==> src/gcd_pkg.sv <==
// Package for the greedy convolutional decoder: configuration struct,
// register indexes and fixed-point constants.
// No dependencies.
package gcd_pkg;

	localparam int SAMPLE_PORTS = 4;    // sample ports on the input channel
	localparam int GEN_BITS     = 8;    // width of a generator tap mask
	localparam int TAP_LIMIT    = 16;   // largest supported MAX_TAPS
	localparam int CFG_IDX_W    = 3;
	localparam int CFG_DATA_W   = 8;
	localparam int FIX_ONE      = 32;   // 1.0
	localparam int FIX_HALF     = 16;   // 0.5

	localparam logic [CFG_IDX_W-1:0] REG_CONSTRAINT_LENGTH = 3'd0;
	localparam logic [CFG_IDX_W-1:0] REG_CODE_OUTPUTS      = 3'd1;
	localparam logic [CFG_IDX_W-1:0] REG_GEN_ROW_0         = 3'd2;
	localparam logic [CFG_IDX_W-1:0] REG_GEN_ROW_1         = 3'd3;
	localparam logic [CFG_IDX_W-1:0] REG_GEN_ROW_2         = 3'd4;
	localparam logic [CFG_IDX_W-1:0] REG_GEN_ROW_3         = 3'd5;
	localparam logic [CFG_IDX_W-1:0] REG_DECISION_MODE     = 3'd6;

	localparam logic MODE_HARD = 1'b0;
	localparam logic MODE_SOFT = 1'b1;

	typedef struct packed {
		logic [3:0]                                  constraint_length;
		logic [2:0]                                  code_outputs;
		logic [SAMPLE_PORTS-1:0][GEN_BITS-1:0]       gen_row;
		logic                                        decision_mode;
	} cfg_t;

endpackage

==> src/gcd_lane.sv <==
// One branch-metric lane: cost of one received sample against expected
// code bit 0 and 1, registered. Depends on gcd_pkg.
module gcd_lane
	import gcd_pkg::*;
#(
	parameter int SAMPLE_BITS = 8,
	parameter int COST_W      = 16
) (
	input  logic                          clk,
	input  logic                          en,
	input  logic signed [SAMPLE_BITS-1:0] sample,
	input  logic                          mode,
	input  logic                          active,
	output logic [COST_W-1:0]             cost0_s1,
	output logic [COST_W-1:0]             cost1_s1
);

	localparam int DIFF_BITS = COST_W / 2;
	localparam logic signed [DIFF_BITS-1:0] ONE_D  = DIFF_BITS'(FIX_ONE);
	localparam logic signed [DIFF_BITS-1:0] HALF_D = DIFF_BITS'(FIX_HALF);

	logic signed [DIFF_BITS-1:0] sx;
	logic signed [DIFF_BITS-1:0] diff0;
	logic signed [DIFF_BITS-1:0] diff1;
	logic signed [COST_W-1:0]    sq0;
	logic signed [COST_W-1:0]    sq1;
	logic                        hard_bit;
	logic [COST_W-1:0]           cost0;
	logic [COST_W-1:0]           cost1;

	assign sx       = DIFF_BITS'(sample);
	assign diff0    = sx + ONE_D;   // expected -1.0
	assign diff1    = sx - ONE_D;   // expected +1.0
	assign sq0      = diff0 * diff0;
	assign sq1      = diff1 * diff1;
	assign hard_bit = !(sx < HALF_D);

	always_comb begin
		cost0 = '0;
		cost1 = '0;
		if (active) begin
			if (mode == MODE_SOFT) begin
				cost0 = $unsigned(sq0);
				cost1 = $unsigned(sq1);
			end else begin
				cost0 = COST_W'(hard_bit);
				cost1 = COST_W'(!hard_bit);
			end
		end
	end

	always_ff @(posedge clk) begin
		if (en) begin
			cost0_s1 <= cost0;
			cost1_s1 <= cost1;
		end
	end

endmodule

==> src/gcd_merge.sv <==
// Merge stage: forms expected code bits from history and generator masks,
// sums lane costs for both trial bits, decides and updates history.
// Depends on gcd_pkg.
module gcd_merge
	import gcd_pkg::*;
#(
	parameter int MAX_TAPS  = 8,
	parameter int NUM_LANES = 4,
	parameter int COST_W    = 16
) (
	input  logic                               clk,
	input  logic                               arst_n,
	input  cfg_t                               cfg,
	input  logic [NUM_LANES-1:0][COST_W-1:0]   cost0_s1,
	input  logic [NUM_LANES-1:0][COST_W-1:0]   cost1_s1,
	input  logic                               last_s1,
	input  logic                               adv,
	output logic                               bit_dec
);

	localparam int SUM_W = COST_W + $clog2(NUM_LANES + 1);

	logic [MAX_TAPS-2:0] hist_q;
	logic [MAX_TAPS-1:0] taps_mask;
	logic [MAX_TAPS-1:0] reg0;
	logic [SUM_W-1:0]    d0;
	logic [SUM_W-1:0]    d1;

	always_comb begin
		for (int b = 0; b < MAX_TAPS; b++) begin
			taps_mask[b] = (5'(b) < {1'b0, cfg.constraint_length});
		end
	end

	assign reg0 = {hist_q, 1'b0};

	always_comb begin
		logic [TAP_LIMIT-1:0] g_wide;
		logic [MAX_TAPS-1:0]  m;
		logic                 e0;
		logic                 e1;
		d0 = '0;
		d1 = '0;
		for (int j = 0; j < NUM_LANES; j++) begin
			g_wide = TAP_LIMIT'(cfg.gen_row[j]);
			m      = g_wide[MAX_TAPS-1:0] & taps_mask;
			e0     = ^(reg0 & m);
			e1     = e0 ^ m[0];     // trial bit sits on tap 0
			d0 = d0 + SUM_W'(e0 ? cost1_s1[j] : cost0_s1[j]);
			d1 = d1 + SUM_W'(e1 ? cost1_s1[j] : cost0_s1[j]);
		end
	end

	// ties go to 0
	assign bit_dec = (d1 < d0);

	always_ff @(posedge clk or negedge arst_n) begin
		if (!arst_n) begin
			hist_q <= '0;
		end else if (adv) begin
			if (last_s1) begin
				hist_q <= '0;
			end else begin
				hist_q <= reg0[MAX_TAPS-2:0] | (MAX_TAPS-1)'(bit_dec);
			end
		end
	end

endmodule

==> src/greedy_convolutional_decoder_core.sv <==
// Greedy convolutional decoder, single survivor path.
// Pipeline: an input transfer loads the lane register; the merge result then loads the
// output register, which drives out_valid, once that register is empty or being drained.
// Throughput: one codeword per cycle while out_stall is low; the decision-to-history
// loop closes inside the merge stage, one lane cost pair per sample feeds it.
// Reset: configuration returns to K=3, two outputs, generators 7 and 5, hard
// decisions; history and pipeline valids clear.
module greedy_convolutional_decoder_core
	import gcd_pkg::*;
#(
	parameter int MAX_TAPS    = 8,
	parameter int MAX_OUTPUTS = 4,
	parameter int SAMPLE_BITS = 8
) (
	input  logic                          clk,
	input  logic                          arst_n,
	input  logic                          cfg_we,
	input  logic [CFG_IDX_W-1:0]          cfg_index,
	input  logic [CFG_DATA_W-1:0]         cfg_data,
	input  logic                          in_valid,
	output logic                          in_stall,
	input  logic signed [SAMPLE_BITS-1:0] sample_0,
	input  logic signed [SAMPLE_BITS-1:0] sample_1,
	input  logic signed [SAMPLE_BITS-1:0] sample_2,
	input  logic signed [SAMPLE_BITS-1:0] sample_3,
	input  logic                          last_in_frame,
	output logic                          out_valid,
	input  logic                          out_stall,
	output logic                          decoded_bit,
	output logic                          frame_end
);

	localparam int NUM_LANES = (MAX_OUTPUTS < SAMPLE_PORTS) ? MAX_OUTPUTS : SAMPLE_PORTS;
	localparam int DIFF_BITS = ((SAMPLE_BITS > 6) ? SAMPLE_BITS : 7) + 1;
	localparam int COST_W    = 2 * DIFF_BITS;

	cfg_t cfg_q;
	logic signed [SAMPLE_BITS-1:0] smp [SAMPLE_PORTS];
	logic [NUM_LANES-1:0][COST_W-1:0] cost0_s1;
	logic [NUM_LANES-1:0][COST_W-1:0] cost1_s1;
	logic v_s1;
	logic last_s1;
	logic out_valid_q;
	logic bit_dec;
	logic ready2;
	logic adv;
	logic in_xfer;

	always_ff @(posedge clk or negedge arst_n) begin
		if (!arst_n) begin
			cfg_q.constraint_length <= 4'd3;
			cfg_q.code_outputs      <= 3'd2;
			cfg_q.gen_row[0]        <= 8'd7;
			cfg_q.gen_row[1]        <= 8'd5;
			cfg_q.gen_row[2]        <= 8'd0;
			cfg_q.gen_row[3]        <= 8'd0;
			cfg_q.decision_mode     <= MODE_HARD;
		end else if (cfg_we) begin
			case (cfg_index)
				REG_CONSTRAINT_LENGTH: cfg_q.constraint_length <= cfg_data[3:0];
				REG_CODE_OUTPUTS:      cfg_q.code_outputs      <= cfg_data[2:0];
				REG_GEN_ROW_0:         cfg_q.gen_row[0]        <= cfg_data;
				REG_GEN_ROW_1:         cfg_q.gen_row[1]        <= cfg_data;
				REG_GEN_ROW_2:         cfg_q.gen_row[2]        <= cfg_data;
				REG_GEN_ROW_3:         cfg_q.gen_row[3]        <= cfg_data;
				REG_DECISION_MODE:     cfg_q.decision_mode     <= cfg_data[0];
				default: ;
			endcase
		end
	end

	assign smp[0] = sample_0;
	assign smp[1] = sample_1;
	assign smp[2] = sample_2;
	assign smp[3] = sample_3;

	// output register takes a transfer when empty or being drained
	assign ready2   = !out_valid_q || !out_stall;
	assign adv      = v_s1 && ready2;
	assign in_stall = v_s1 && !ready2;
	assign in_xfer  = in_valid && !in_stall;

	for (genvar j = 0; j < NUM_LANES; j++) begin : g_lane
		gcd_lane #(
			.SAMPLE_BITS (SAMPLE_BITS),
			.COST_W      (COST_W)
		) u_lane (
			.clk      (clk),
			.en       (in_xfer),
			.sample   (smp[j]),
			.mode     (cfg_q.decision_mode),
			.active   (cfg_q.code_outputs > 3'(j)),
			.cost0_s1 (cost0_s1[j]),
			.cost1_s1 (cost1_s1[j])
		);
	end

	always_ff @(posedge clk or negedge arst_n) begin
		if (!arst_n) begin
			v_s1 <= 1'b0;
		end else if (in_xfer) begin
			v_s1 <= 1'b1;
		end else if (adv) begin
			v_s1 <= 1'b0;
		end
	end

	always_ff @(posedge clk) begin
		if (in_xfer) begin
			last_s1 <= last_in_frame;
		end
	end

	gcd_merge #(
		.MAX_TAPS  (MAX_TAPS),
		.NUM_LANES (NUM_LANES),
		.COST_W    (COST_W)
	) u_merge (
		.clk      (clk),
		.arst_n   (arst_n),
		.cfg      (cfg_q),
		.cost0_s1 (cost0_s1),
		.cost1_s1 (cost1_s1),
		.last_s1  (last_s1),
		.adv      (adv),
		.bit_dec  (bit_dec)
	);

	always_ff @(posedge clk or negedge arst_n) begin
		if (!arst_n) begin
			out_valid_q <= 1'b0;
		end else if (ready2) begin
			out_valid_q <= v_s1;
		end
	end

	always_ff @(posedge clk) begin
		if (adv) begin
			decoded_bit <= bit_dec;
			frame_end   <= last_s1;
		end
	end

	assign out_valid = out_valid_q;

	// input only blocked when both stages hold a result
	a_stall_full: assert property (@(posedge clk) disable iff (!arst_n)
		in_stall |-> (v_s1 && out_valid_q))
		else $error("input stalled with a free stage");

	a_out_from_s1: assert property (@(posedge clk) disable iff (!arst_n)
		$rose(out_valid_q) |-> $past(v_s1))
		else $error("result appeared without a lane-stage item");

	a_s1_hold: assert property (@(posedge clk) disable iff (!arst_n)
		(v_s1 && out_valid_q && out_stall) |=> v_s1)
		else $error("lane-stage item lost while output blocked");

endmodule
==> config.mk <==
export PLATFORM = sky130hd
export DESIGN_NAME = greedy_convolutional_decoder_core
export DESIGN_NICKNAME = d
export VERILOG_FILES = /design/src/gcd_pkg.sv /design/src/gcd_lane.sv /design/src/gcd_merge.sv /design/src/greedy_convolutional_decoder_core.sv
export SDC_FILE = /design/constraint.sdc
export NUM_CORES = 2
export LEC_CHECK = 0
export CORE_ASPECT_RATIO = 1.4
export CORE_MARGIN = 1.5
export CORE_UTILIZATION = 50
export CTS_CLUSTER_SIZE = 25
export DETAILED_ROUTE_END_ITERATION = 10
export DONT_BUFFER_PORTS = 1
export PLACE_DENSITY_LB_ADDON = 0.08
export SKIP_CTS_REPAIR_TIMING = 1
export SYNTH_ARGS = -nofsm -noshare
export SYNTH_HDL_FRONTEND = slang
export SYNTH_SLANG_ARGS = --single-unit
==> constraint.sdc <==
create_clock -name clk -period 13.2 [get_ports clk]
set_clock_uncertainty 0.05 [all_clocks]
set_input_delay 1.32 -clock clk [delete_from_list [all_inputs] [get_ports clk]]
set_output_delay 1.32 -clock clk [all_outputs]
set_load 0.05 [all_outputs]
==> reports/results.ini <==
[finish]
finalNonFillerCells=3889
syn_to_final_growth_pct=4.68
finalNetCount=3975
drive_above_1_share=0.0444
diodes=0

[worst_setup_path]
path_cells=a31o_2, nand3_1, xor2_1, xnor2_1, xnor2_2, xor2_2, mux2i_1, fa_1, inv_1, ha_1, ha_1, fa_1, a21o_1, a21o_1, a21oi_1, o211ai_1, o31a_1, a221oi_1, o21ai_0, ha_1, a2111oi_0, nand2_1, o311ai_0
reg2reg_depth=23
cp-start-kind=flip-flop
slowest_stage=o311ai_0
crit_fanout=19
end_kind=flip-flop
rrSetupSlack_ns=4.54
worstPathRequired_ns=13.26
crit_top_cell=ha_1
cpPeakStageDelay_ns=0.94
crit_family=compound AO/OA/AOI/OAI gates
crit_arrival_ns=8.72
worstReg2RegEnd=decoded_bit$_DFFE_PP_
r2r-start=cfg_q[39]$_DFFE_PN0P_
critPathKind=reg -> reg
path_buf_inv=1

[timing]
setup_viol=0
tns_ns=0
post-route-min-period_ns=8.66
holdWs_ns=0.450
slew_headroom=0.217
setup_ws_ns=4.54
tightest_slew_ns=1.17
fmax_mhz=116
finalCritPeriodShare=0.656
final_max_slew_viol_count=0
hold_violations=0
rsz0062_at_grt=false

[floorplanning]
io_pins=53
die_x_um=215
die_area_um2=64200
initial_core_util=0.505
core_um2=62000
rows=108
fp.dieH_um=299

[worst_hold_path]
min_from=v_s1$_DFFE_PN0P_
min_path_cells=1
min_to=out_valid$_DFFE_PN0P_
hold_class=reg -> reg

[logic_synthesis]
synth.avg_cell_area_um2=10.2
yosysWarnings=0
syn_area_um2=31300
synth_edf_count=123
ys_ff_latch=172
synth_cell_types=61
ys_seq_area_frac=0.157
syn-instance-count=3077
synthFlopType=edfxtp_1
async_flop_share=0.285

[drt]
wl_um=70600
vias=20500
routedWlPerCell_um=18.2
drt_pass1_iterations=5
postRouteAntennaNets=0
drt-vias-per-instance=5.27
drc=0
drt_iter0_markers=867

[global_route]
grt_pass1_wl_um=118000
grt_max_degree=63
track_usage=0.233
gr-total-overflow=0
grt_pass1_vias=22800
antenna_found_initial=0

[clock_network]
clk_pin_slew_ns=0.08
clk_path_buf_depth=2
htreeDepth=4
clkSinkCount=172
cts_made_buffers=17
clk_latency_ns=0.46
root_buffer=clkbuf_16
cts_tree=built

[outcome]
status=complete, no violations

[placement]
place.gp.congestion=0.910
dp_worst_setup_slack_ns=4.65
io_buffers=0
dp.cells=3857
hpwl_um=60600

[run]
max_cap_violations=0

==> worst max path at each step <==
| stage | start | to | cells past startpoint |
|---|---|---|---|
| floorplan | sample_3[5] | g_lane[3].u_lane.cost0_s1[17]$_SDFFCE_PN0P_ | 21 |
| global placement | cfg_q[39]$_DFFE_PN0P_ | decoded_bit$_DFFE_PP_ | 23 |
| detailed placement | cfg_q[39]$_DFFE_PN0P_ | decoded_bit$_DFFE_PP_ | 23 |
| CTS | cfg_q[39]$_DFFE_PN0P_ | decoded_bit$_DFFE_PP_ | 23 |
| global route | cfg_q[39]$_DFFE_PN0P_ | decoded_bit$_DFFE_PP_ | 23 |
| finish | cfg_q[39]$_DFFE_PN0P_ | decoded_bit$_DFFE_PP_ | 23 |
==> cell usage after synthesis (7+ instances only) <==
cell,count,area share
xnor2_1,130,0.036
dfstp_2,8,0.0067
o21bai_1,17,0.0041
and3_1,14,0.0028
ha_1,359,0.14
inv_1,643,0.077
nor3_1,24,0.0038
nor3b_1,8,0.0019
mux2i_1,38,0.012
or3_1,7,0.0014
o21ai_0,65,0.010
mux2_1,49,0.018
mux2_2,68,0.024
dfrtp_1,41,0.033
nand2b_1,45,0.0090
nor4_1,8,0.0016
nor2_1,160,0.019
a31oi_1,13,0.0026
a41oi_1,7,0.0020
clkbuf_1,48,0.0057
a21o_1,58,0.014
nand2_1,142,0.017
nand3_1,16,0.0026
o21a_1,19,0.0046
nand4_1,15,0.0030
a21oi_1,93,0.015
nor2b_1,49,0.0098
and2_1,112,0.022
a211oi_1,15,0.0036
edfxtp_1,123,0.12
fa_1,516,0.33
xor2_1,77,0.022
o211ai_1,12,0.0029
==> layer usage <==
layer	GRT usage	up-vias	share of wire
met4	0.0848	0	0.035
met3	0.0251	103	0.027
met5	0	-	0
met1	0.276	10400	0.40
li1	-	9719	-
met2	0.436	294	0.54
==> registers in the layout (all words and copies together), names as in the netlist <==
name / cells
g_lane.u_lane.cost0_s1: 52
v_s1: 1
out_valid: 1
u_merge.hist_q: 7
last_s1: 1
decoded_bit: 1
cfg_q: 40
g_lane.u_lane.cost1_s1: 68
frame_end: 1
==> layout by cell type (no fill, tap or decap), types with 6 or more instances in the layout <==
master	count
mux2_2	68
o21ai_0	64
nand3_1	16
clkbuf_16	17
a31oi_1	13
nor3b_1	7
xor2_1	77
nor3_1	23
o21bai_1	17
or3_1	7
a211oi_1	15
nand4_1	15
a21o_1	58
and3_1	14
a21oi_1	93
o211ai_1	12
nor4_1	8
mux2_1	49
dfrtp_1	41
and2_1	111
nor2b_1	49
ha_1	359
xnor2_1	130
edfxtp_1	123
dfstp_2	8
a41oi_1	7
mux2i_1	38
nor2_1	160
inv_1	643
nand2_1	142
nand2b_1	45
conb_1	6
o221ai_1	6
fa_1	516
o21a_1	19
buf_4	9
==> logic make-up (layout without fill, tap and decap cells) <==
family	count (synthesis)	in the layout	synth area share
other	2	6	0.000240
flip-flops	172	172	0.157
multiplexers	155	155	0.0542
XOR/XNOR	215	215	0.0620
AO/OA/AOI/OAI	341	341	0.0703
adder cells (fa/ha/maj)	875	875	0.473
buffers and inverters	701	684	0.0848
AND/OR/NAND/NOR	616	616	0.0983
==> layout make-up <==
cell class / count / area, µm²
Clock inverter: 14 / 144
Fill cell: 5687 / 29200
Tap cell: 825 / 1030
Sequential cell: 172 / 4930
Multi-Input combinational cell: 2208 / 23800
Timing Repair Buffer: 9 / 67.6
Clock buffer: 18 / 439
Inverter: 643 / 2410
==> stage by stage <==
stage                     cell area, µm²   util
final                              32800  0.529
after global routing               32800  0.529
after CTS                          32800  0.529
after detailed placement           32200  0.520
after global placement             32200  0.520
after floorplan                    31400      -
Power is left out: the tool's default activity adds up to more than one toggle a clock period on the data nets, which glitch-free logic cannot reach.
